`config.mk`:
```
export PLATFORM = sky130hd
export DESIGN_NAME = boundary_tag_heap_allocator_core_flat
export DESIGN_NICKNAME = d
export VERILOG_FILES = /design/src/rtl/bth_pkg.sv /design/src/rtl/bth_req_if.sv /design/src/rtl/bth_rsp_if.sv /design/src/rtl/boundary_tag_heap_allocator_core.sv /design/src/rtl/bth_tag_ram.sv /design/src/flat_wrapper.sv
export VERILOG_INCLUDE_DIRS = /design/src /design/src/rtl
export SDC_FILE = /design/constraint.sdc
export NUM_CORES = 2
export LEC_CHECK = 0
export ABC_AREA = 1
export ABC_CLOCK_PERIOD_IN_PS = 8400
export BUFFER_PORTS_ARGS = -buffer_cell sky130_fd_sc_hd__buf_2
export CAP_MARGIN = 30
export CELL_PAD_IN_SITES_DETAIL_PLACEMENT = 1
export CELL_PAD_IN_SITES_GLOBAL_PLACEMENT = 1
export CORE_MARGIN = 2
export CORE_UTILIZATION = 41
export DETAILED_ROUTE_END_ITERATION = 8
export PLACE_DENSITY = 0.7
export SLEW_MARGIN = 25
export SYNTH_ARGS = -nofsm -noshare
export SYNTH_HDL_FRONTEND = slang
export SYNTH_SLANG_ARGS = --single-unit
```
`constraint.sdc`:
```
create_clock -name i_clk -period 8.4 [get_ports i_clk]
set_clock_uncertainty 0.15 [all_clocks]
set_input_delay 0.42 -clock i_clk [delete_from_list [all_inputs] [get_ports i_clk]]
set_output_delay 0.42 -clock i_clk [all_outputs]
set_load 0.005 [all_outputs]
```
`src/rtl/assert_macros.svh`:
```
// ---------------------------------------------------------------------------
// Assertion macros
// Shared concurrent assertion forms for the allocator core.
// ---------------------------------------------------------------------------
`ifndef ASSERT_MACROS_SVH
`define ASSERT_MACROS_SVH

// same-cycle implication
`define AST_IMPL(label, clk, rst_n, ante, cons) \
    label: assert property (@(posedge clk) disable iff (!rst_n) (ante) |-> (cons)) \
        else $error("assertion failed");

// next-cycle implication
`define AST_NEXT(label, clk, rst_n, ante, cons) \
    label: assert property (@(posedge clk) disable iff (!rst_n) (ante) |=> (cons)) \
        else $error("assertion failed");

`endif

```
`src/rtl/bth_pkg.sv`:
```
// ---------------------------------------------------------------------------
// bth_pkg
// Types and constants of the boundary tag heap allocator.
// ---------------------------------------------------------------------------
package bth_pkg;

    localparam logic [2:0] FLAG_MASK  = 3'b111;
    localparam logic [2:0] TAKEN_FLAG = 3'b001;
    localparam int         WORD_BYTES = 8;
    localparam int         TAG_W      = 16;
    localparam int         SZW_W      = 13;
    localparam int         SUM_W      = 14;
    localparam int         LEN_W      = 8;
    localparam int         OFF_W      = 10;
    localparam int         POS_W      = 17;
    localparam int         NSLOT      = 6;
    localparam logic       REQ_ALLOC   = 1'b0;
    localparam logic       REQ_RELEASE = 1'b1;

    typedef enum logic [3:0] {
        S_CLEAR,
        S_IDLE,
        S_WRD,
        S_WCHK,
        S_PRD,
        S_PCHK,
        S_NRD,
        S_NCHK,
        S_SETUP,
        S_WRITE,
        S_DONE
    } t_state;

endpackage

```
`src/rtl/bth_req_if.sv`:
```
// ---------------------------------------------------------------------------
// bth_req_if
// Request channel: allocate or release item with valid/ready transfer.
// ---------------------------------------------------------------------------
interface bth_req_if;
    logic       valid;
    logic       ready;
    logic       req_type;
    logic [9:0] request_bytes;
    logic [9:0] release_offset;

    modport source (output valid, req_type, request_bytes, release_offset, input ready);
    modport sink   (input valid, req_type, request_bytes, release_offset, output ready);
endinterface

```
`src/rtl/bth_rsp_if.sv`:
```
// ---------------------------------------------------------------------------
// bth_rsp_if
// Response channel: granted offset and status with valid/ready transfer.
// ---------------------------------------------------------------------------
interface bth_rsp_if;
    logic       valid;
    logic       ready;
    logic [9:0] payload_offset;
    logic       granted;

    modport source (output valid, payload_offset, granted, input ready);
    modport sink   (input valid, payload_offset, granted, output ready);
endinterface

```
`src/rtl/boundary_tag_heap_allocator_core.sv`:
```
// ---------------------------------------------------------------------------
// boundary_tag_heap_allocator_core
// First-fit boundary tag allocator with coalescing release.
//
//  channel | dir | fields
//  i_req   | in  | req_type, request_bytes, release_offset
//  o_rsp   | out | payload_offset, granted
//
// After reset a clearing pass rebuilds the heap; no request is taken meanwhile.
// Allocate: accept, then a read (S_WRD) and a check (S_WCHK) per block header
// visited, the write slots in turn (S_WRITE) on a hit, and S_DONE to post the
// response. Release: the same walk, then, where they apply, the neighbor reads
// and checks (S_PRD, S_PCHK, S_NRD, S_NCHK), S_SETUP and the write slots in turn.
// The tag memory ports set this order; a waiting response stalls only the next acceptance.
// ---------------------------------------------------------------------------
`include "assert_macros.svh"

module boundary_tag_heap_allocator_core
    import bth_pkg::*;
#(
    parameter int HEAP_BYTES = 1024
) (
    input  logic       i_clk,
    input  logic       i_rst_n,
    bth_req_if.sink    i_req,
    bth_rsp_if.source  o_rsp
);

    localparam int HEAP_WORDS = HEAP_BYTES / WORD_BYTES;
    localparam int AW         = $clog2(HEAP_WORDS);
    localparam int WW         = AW + 1;

    t_state r_state, n_state;

    logic [WW-1:0]    r_w;
    logic [SZW_W-1:0] r_sz, r_psz, r_nsz;
    logic [LEN_W-1:0] r_len;
    logic [OFF_W-1:0] r_off;
    logic             r_kind, r_mp, r_mn;
    logic [2:0]       r_step;
    logic [AW-1:0]    r_clr;
    logic [AW-1:0]    r_wa [NSLOT];
    logic [TAG_W-1:0] r_wd [NSLOT];
    logic             r_we [NSLOT];
    logic             r_grant;
    logic [OFF_W-1:0] r_pay;
    logic             r_ovalid, r_ogr;
    logic [OFF_W-1:0] r_opay;

    logic             mem_we;
    logic [AW-1:0]    mem_waddr, mem_raddr;
    logic [TAG_W-1:0] mem_wdata, rdata;

    logic [SZW_W-1:0] t_szw;
    logic [2:0]       t_flg;
    logic [SUM_W-1:0] s_end, s_nend, s_blk_end;
    logic             bad, at_end, alloc_hit, off_hit;
    logic [POS_W-1:0] pos;
    logic [SZW_W-1:0] rem;
    logic [SUM_W-1:0] rel_start, rel_size;
    logic             in_xfer;
    logic [LEN_W-1:0] n_len;

    bth_tag_ram #(.DEPTH(HEAP_WORDS), .AW(AW)) u_ram (
        .i_clk  (i_clk),
        .i_we   (mem_we),
        .i_waddr(mem_waddr),
        .i_wdata(mem_wdata),
        .i_raddr(mem_raddr),
        .o_rdata(rdata)
    );

    assign t_szw     = rdata[TAG_W-1:3];
    assign t_flg     = rdata[2:0] & FLAG_MASK;
    assign s_end     = SUM_W'(r_w) + SUM_W'(t_szw);
    assign s_blk_end = SUM_W'(r_w) + SUM_W'(r_sz);
    assign s_nend    = s_blk_end + SUM_W'(t_szw);
    assign bad       = (t_szw == '0) || (s_end > SUM_W'(HEAP_WORDS));
    assign at_end    = (SUM_W'(r_w) >= SUM_W'(HEAP_WORDS));
    assign alloc_hit = (t_flg == '0) && (t_szw >= SZW_W'(r_len));
    assign pos       = POS_W'({r_w, 3'b000}) + POS_W'(WORD_BYTES);
    assign off_hit   = (pos == POS_W'(r_off));
    assign rem       = t_szw - SZW_W'(r_len);
    assign rel_start = r_mp ? (SUM_W'(r_w) - SUM_W'(r_psz)) : SUM_W'(r_w);
    assign rel_size  = SUM_W'(r_sz) + (r_mp ? SUM_W'(r_psz) : '0)
                     + (r_mn ? SUM_W'(r_nsz) : '0);

    assign i_req.ready = (r_state == S_IDLE) && (!r_ovalid || o_rsp.ready);
    assign in_xfer     = i_req.valid && i_req.ready;
    assign n_len = (i_req.request_bytes == '0) ? LEN_W'(2)
                 : LEN_W'(((11'(i_req.request_bytes) + 11'd7) >> 3) + 11'd1);

    assign o_rsp.valid          = r_ovalid;
    assign o_rsp.payload_offset = r_opay;
    assign o_rsp.granted        = r_ogr;

    always_comb begin
        n_state = r_state;
        unique case (r_state)
            S_CLEAR: if (r_clr == AW'(HEAP_WORDS - 1)) n_state = S_IDLE;
            S_IDLE:  if (in_xfer) n_state = S_WRD;
            S_WRD:   n_state = at_end ? S_DONE : S_WCHK;
            S_WCHK: begin
                if (bad) begin
                    n_state = S_DONE;
                end else if (r_kind == REQ_ALLOC) begin
                    n_state = alloc_hit ? S_WRITE : S_WRD;
                end else if (off_hit) begin
                    n_state = (t_flg != '0) ? S_PRD : S_DONE;
                end else begin
                    n_state = S_WRD;
                end
            end
            S_PRD:   n_state = (r_w == '0) ? S_NRD : S_PCHK;
            S_PCHK:  n_state = S_NRD;
            S_NRD:   n_state = (s_blk_end < SUM_W'(HEAP_WORDS)) ? S_NCHK : S_SETUP;
            S_NCHK:  n_state = S_SETUP;
            S_SETUP: n_state = S_WRITE;
            S_WRITE: if (r_step == 3'(NSLOT - 1)) n_state = S_DONE;
            S_DONE:  n_state = S_IDLE;
        endcase
    end

    always_comb begin
        mem_we    = 1'b0;
        mem_waddr = r_clr;
        mem_wdata = '0;
        mem_raddr = AW'(r_w);
        unique case (r_state)
            S_CLEAR: begin
                mem_we    = 1'b1;
                mem_wdata = ((r_clr == '0) || (r_clr == AW'(HEAP_WORDS - 1)))
                          ? TAG_W'(HEAP_BYTES) : '0;
            end
            S_PRD:   mem_raddr = AW'(r_w - WW'(1));
            S_NRD:   mem_raddr = AW'(s_blk_end);
            S_WRITE: begin
                mem_we    = r_we[r_step];
                mem_waddr = r_wa[r_step];
                mem_wdata = r_wd[r_step];
            end
            S_IDLE, S_WRD, S_WCHK, S_PCHK, S_NCHK, S_SETUP, S_DONE: begin
                mem_we = 1'b0;
            end
        endcase
    end

    always_ff @(posedge i_clk) begin
        if (!i_rst_n) begin
            r_state  <= S_CLEAR;
            r_clr    <= '0;
            r_ovalid <= 1'b0;
            r_step   <= '0;
        end else begin
            r_state <= n_state;
            if (o_rsp.ready && r_state != S_DONE) r_ovalid <= 1'b0;
            unique case (r_state)
                S_CLEAR: r_clr <= r_clr + AW'(1);
                S_IDLE: begin
                    if (in_xfer) begin
                        r_kind  <= i_req.req_type;
                        r_len   <= n_len;
                        r_off   <= i_req.release_offset;
                        r_w     <= '0;
                        r_mp    <= 1'b0;
                        r_mn    <= 1'b0;
                        r_grant <= 1'b0;
                        r_pay   <= '0;
                        r_step  <= '0;
                    end
                end
                S_WCHK: begin
                    if (!bad && r_kind == REQ_ALLOC && alloc_hit) begin
                        r_grant <= 1'b1;
                        r_pay   <= OFF_W'(pos);
                        r_we[0] <= 1'b0;
                        r_we[1] <= 1'b0;
                        r_we[2] <= 1'b1;
                        r_we[3] <= 1'b1;
                        r_wa[2] <= AW'(r_w);
                        if (rem != '0) begin
                            r_wd[2] <= {SZW_W'(r_len), TAKEN_FLAG};
                            r_wa[3] <= AW'(SUM_W'(r_w) + SUM_W'(r_len) - SUM_W'(1));
                            r_wd[3] <= {SZW_W'(r_len), TAKEN_FLAG};
                            r_we[4] <= 1'b1;
                            r_wa[4] <= AW'(SUM_W'(r_w) + SUM_W'(r_len));
                            r_wd[4] <= {rem, 3'b000};
                            r_we[5] <= 1'b1;
                            r_wa[5] <= AW'(s_end - SUM_W'(1));
                            r_wd[5] <= {rem, 3'b000};
                        end else begin
                            r_wd[2] <= {t_szw, TAKEN_FLAG};
                            r_wa[3] <= AW'(s_end - SUM_W'(1));
                            r_wd[3] <= {t_szw, TAKEN_FLAG};
                            r_we[4] <= 1'b0;
                            r_we[5] <= 1'b0;
                        end
                    end else if (!bad && r_kind == REQ_RELEASE && off_hit) begin
                        r_sz <= t_szw;
                    end else if (!bad) begin
                        r_w <= WW'(s_end);
                    end
                end
                S_PCHK: begin
                    r_psz <= t_szw;
                    r_mp  <= (t_flg == '0) && (t_szw != '0) && (t_szw <= SZW_W'(r_w));
                end
                S_NCHK: begin
                    r_nsz <= t_szw;
                    r_mn  <= (t_flg == '0) && (t_szw != '0)
                          && (s_nend <= SUM_W'(HEAP_WORDS));
                end
                S_SETUP: begin
                    r_grant <= 1'b1;
                    r_we[0] <= r_mp;
                    r_wa[0] <= AW'(r_w - WW'(1));
                    r_wd[0] <= '0;
                    r_we[1] <= r_mp;
                    r_wa[1] <= AW'(r_w);
                    r_wd[1] <= '0;
                    r_we[2] <= r_mn;
                    r_wa[2] <= AW'(s_blk_end - SUM_W'(1));
                    r_wd[2] <= '0;
                    r_we[3] <= r_mn;
                    r_wa[3] <= AW'(s_blk_end);
                    r_wd[3] <= '0;
                    r_we[4] <= 1'b1;
                    r_wa[4] <= AW'(rel_start);
                    r_wd[4] <= {SZW_W'(rel_size), 3'b000};
                    r_we[5] <= 1'b1;
                    r_wa[5] <= AW'(rel_start + rel_size - SUM_W'(1));
                    r_wd[5] <= {SZW_W'(rel_size), 3'b000};
                end
                S_WRITE: r_step <= r_step + 3'd1;
                S_DONE: begin
                    r_ovalid <= 1'b1;
                    r_opay   <= r_pay;
                    r_ogr    <= r_grant;
                end
                S_WRD, S_PRD, S_NRD: begin
                    r_step <= r_step;
                end
            endcase
        end
    end

    `AST_IMPL(a_clear_blocks, i_clk, i_rst_n, r_state == S_CLEAR, !i_req.ready)
    `AST_NEXT(a_accept_walks, i_clk, i_rst_n, in_xfer, r_state == S_WRD)
    `AST_IMPL(a_fail_zero, i_clk, i_rst_n, o_rsp.valid && !o_rsp.granted,
              o_rsp.payload_offset == '0)
    `AST_NEXT(a_done_shows, i_clk, i_rst_n, r_state == S_DONE, o_rsp.valid)

endmodule

```
`src/rtl/bth_tag_ram.sv`:
```
// ---------------------------------------------------------------------------
// bth_tag_ram
// Tag word memory: one write port, one read port with registered data.
// ---------------------------------------------------------------------------
module bth_tag_ram
    import bth_pkg::*;
#(
    parameter int DEPTH = 128,
    parameter int AW    = 7
) (
    input  logic             i_clk,
    input  logic             i_we,
    input  logic [AW-1:0]    i_waddr,
    input  logic [TAG_W-1:0] i_wdata,
    input  logic [AW-1:0]    i_raddr,
    output logic [TAG_W-1:0] o_rdata
);

    logic [TAG_W-1:0] r_mem [DEPTH];
    logic [TAG_W-1:0] r_rdata;

    always_ff @(posedge i_clk) begin
        if (i_we) begin
            r_mem[i_waddr] <= i_wdata;
        end
        r_rdata <= r_mem[i_raddr];
    end

    assign o_rdata = r_rdata;

endmodule

```
`src/flat_wrapper.sv`:
```
// flat-port wrapper written by rule: the top's interface ports become plain ports
module boundary_tag_heap_allocator_core_flat import bth_pkg::*;
#(
    parameter int HEAP_BYTES = 1024
)
  (i_clk, i_rst_n, i_req_valid, i_req_req_type, i_req_request_bytes, i_req_release_offset, i_req_ready, o_rsp_valid, o_rsp_payload_offset, o_rsp_granted, o_rsp_ready);
  bth_req_if i_req_i ();
  bth_rsp_if o_rsp_i ();
  input  logic i_clk;
  input  logic i_rst_n;
  input wire logic [$bits(i_req_i.valid)-1:0] i_req_valid;
  input wire logic [$bits(i_req_i.req_type)-1:0] i_req_req_type;
  input wire logic [$bits(i_req_i.request_bytes)-1:0] i_req_request_bytes;
  input wire logic [$bits(i_req_i.release_offset)-1:0] i_req_release_offset;
  output wire logic [$bits(i_req_i.ready)-1:0] i_req_ready;
  output wire logic [$bits(o_rsp_i.valid)-1:0] o_rsp_valid;
  output wire logic [$bits(o_rsp_i.payload_offset)-1:0] o_rsp_payload_offset;
  output wire logic [$bits(o_rsp_i.granted)-1:0] o_rsp_granted;
  input wire logic [$bits(o_rsp_i.ready)-1:0] o_rsp_ready;
  assign i_req_i.valid = i_req_valid;
  assign i_req_i.req_type = i_req_req_type;
  assign i_req_i.request_bytes = i_req_request_bytes;
  assign i_req_i.release_offset = i_req_release_offset;
  assign i_req_ready = i_req_i.ready;
  assign o_rsp_valid = o_rsp_i.valid;
  assign o_rsp_payload_offset = o_rsp_i.payload_offset;
  assign o_rsp_granted = o_rsp_i.granted;
  assign o_rsp_i.ready = o_rsp_ready;
  boundary_tag_heap_allocator_core #(.HEAP_BYTES(HEAP_BYTES)) u_core (.i_clk(i_clk), .i_rst_n(i_rst_n), .i_req(i_req_i), .o_rsp(o_rsp_i));
endmodule
```
==> metrics <==
Clock Path Buffers=3; wire length of the first global-routing pass=around 400000 um; number of endpoints with negative hold slack in the final report=0; Worst Reg2Reg Path Length in Cells=15; clock root cell=clkbuf_16; Final min period=around 5.6 ns; Crit Reg-Reg Endpoint=u_core.u_ram.o_rdata[13]; total negative setup slack=0 ns; share of synthesized area spent on multiplexers=0%; Max Slew Vio Count=0; floorplan core area=approximately 210000 um2; count of clock tree sinks=between 1500 and 2000; post-route ant nets=0; H-tree depth=4; sum of routed wire length over all layers=270000 um; count of fill cells added during filler insertion=approximately 23000; hold path cells=4; clock transition at the registers of the reported paths=roughly 0.070 ns; Achievable Freq=179 MHz; slew margin rel.=21.1%; placer congestion estimate=0.900; buffers added on ports=34; Iter 0 DRT Violations=6078; Worst Tran Pin Value=1.18 ns; type of the most critical hold path=in -> reg; sequential cell area fraction in the yosys report=roughly two thirds; latest clock arrival within the worst-skew pair=around 0.86 ns; Worst Path Max Fanout=roughly 120; highest-count cells in the layout ignoring fill and taps=1960 x edfxtp_1, 1398 x nand2_1, 1140 x inv_1; share of async-settable or async-resettable flops after synthesis=0%; leading cell type in the layout, fill and taps excluded=edfxtp_1; register bit total from synthesis=around 2000; simple-gate portion of the synthesized area=13.3%; First-pass DRT Iterations=5; launching element type of the critical path=flop; Setup Buffers After CTS=0; Power per Cell Area=between 200 and 250 nW/um2; area share of xor/xnor cells in the synthesized design=0.786%; main flop type after synthesis=edfxtp_1; layout overhead on the synthesized area=12.1%; cts-stage hold buffer count=25; Netlist cell types=53; # DRC=0; worst setup path category=reg -> reg; cell area reported after detailed placement=about 92000 um2; Ys Warns=0; number of resized instances in the post-cts repair step=0; launch instance of the worst register-to-register path=u_core.r_w[0]; Initial Util=41.1%; result of the run=finished, final reports clean; routed vias/inst=roughly 5.6; maximum capacitance violations=0; unrepaired setup endpoints after global routing=no; GRT Resource Usage Total=24.4%; post-synthesis cell area=roughly 88000 um2; largest family of logic cells by synthesized area=simple AND/OR/NAND/NOR gates; Die Ht=467 um; Synth Area in Adders=under 10%; largest vdd supply drop=between 0.0002 and 0.00025 V; I/O pin cnt=38; Period Utilization, post-route=between 60% and 70%; Final setup viols=0; Post-Syn Instances=between 7000 and 8000; via count of the first global-routing pass=just over 60000; Row Count=between 150 and 200; initial antenna violation count=5; remaining global-route overflow=0; compound-gate portion of the synthesized area=9.20%; Via Count=between 60000 and 70000; die width=between 400 and 500 um; CTS Buf Count=around 200; internal reg-to-reg setup slack=between 2 and 3 ns; average footprint of a synthesized cell=approximately 11 um2; ratio of cells with drive above 1 in the final layout=7.76%; final-stage net count=7885; type of destination of the critical path=flop; worst-case hold slack=0.0968 ns; min setup slack post-route=2.81 ns; WP data required=around 9.1 ns; startpoint of the lowest-slack hold path=i_req_valid; average wire per cell in the routed design=between 20 and 30 um; largest net degree at the start of global routing=roughly 260; worst slack at placement=3.00 ns; TritonCTS clock tree=built; Leakage Power=36.2 nW; post-route standard cell area excluding fillers=slightly below 100000 um2; Post-synth EDFFs=slightly below 2000; area of the die=between 200000 and 250000 um2; Arr. time, crit path=6.24 ns; placed wire-length estimate after detailed placement=161000 um
[area by class of cell]
type | count | area [um2] | share of cell area (%)
Multi-Input combinational cell | 4120 | 22400 | 22.7
Antenna cell | 1 | 2.50 | 0.00254
Timing Repair Buffer | 267 | 2350 | 2.38
Clock buffer | 250 | 5370 | 5.45
Tap cell | 2838 | 3550 | 3.60
Sequential cell | 1995 | 59600 | 60.4
Clock inverter | 117 | 1060 | 1.08
Inverter | 1163 | 4380 | 4.44
[through the flow]
stage	std cells	total power, mW	util (%)
3_5_place_dp	10300	11.2	42.9
3_3_place_gp	10300	11.2	42.8
6_report	10800	19.9	46.1
2_1_floorplan	7714	11.1	-
4_1_cts	10700	20.0	46.0
5_1_grt	10800	20.4	46.1
[worst max-delay path by stage]
stage | to | start | cells past startpoint
after CTS | u_core.u_ram.o_rdata[13] | u_core.r_w[0] | 15
after floorplan | u_core.u_ram.r_mem[0][4] | flop | 8
after global routing | u_core.u_ram.o_rdata[13] | u_core.r_w[0] | 15
after global placement | u_core.u_ram.o_rdata[13] | u_core.r_w[0] | 15
final | u_core.u_ram.o_rdata[13] | u_core.r_w[0] | 15
after detailed placement | u_core.u_ram.o_rdata[13] | u_core.r_w[0] | 15
[flip-flops by register name (all words and copies together) (netlist names), 8 cells and up, named ones only]
register              cells
u_core.r_sz              13
u_core.r_len              8
u_core.r_wa              42
u_core.u_ram.r_mem     1792
u_core.r_off             10
u_core.r_w                8
u_core.u_ram.o_rdata     14
u_core.r_wd              40
u_core.r_psz             13
u_core.r_nsz             13
[synth_stat cells, types with 26 or more instances]
cell type  instances  area (um2)
nand4_1           26         163
o21ai_0          171         856
edfxtp_1        1960       58900
nand3_1          920        4600
nand2_1         1399        5250
xor2_1            61         534
ha_1              91        1140
buf_1             29         109
o211ai_1         830        6230
buf_2            259        1300
clkbuf_1         132         495
a21oi_1          106         531
dfxtp_1           35         701
inv_1           1142        4290
nor2_1           353        1330
[layer usage]
layer	part of all wire (%)	wire [um]	vias up	global-route usage, %
met5	0	0	-	0
met4	3.4	9090	0	8.65
met3	6.0	16200	427	3.08
met2	48	129000	2039	40.3
met1	43	116000	30900	33.1
li1	-	-	27100	-
[kinds of logic after synthesis]
family	after synthesis
and+or+nand+nor	2749
DFF	1995
buffers and inverters	1599
AOI/OAI and AO/OA	1173
adders and majority gates	111
xor gates and xnor gates	79
other	1
[critical path, cell delays in order, from the launching register on]
cell	delay, ns
edfxtp_1	0.64
ha_1	0.35
fa_1	0.61
nand2_1	0.13
o211ai_4	0.18
buf_12	0.50
buf_4	0.64
buf_4	0.82
o211ai_1	0.26
nand3_1	0.15
nand3_1	0.10
nand3_1	0.11
nand3_1	0.09
nand2_1	0.27
nand2_1	0.17
nand2_1	0.12
[power by group]
part	leakage [nW]	internal (mW)	switching [mW]	total, mW
clock	3.14	4.99	3.93	8.92
combinational	13.0	0.0391	0.138	0.177
sequential	20.1	10.8	0.00701	10.8
total	36.2	15.9	4.08	19.9
Power figures use the tool's default switching activity.
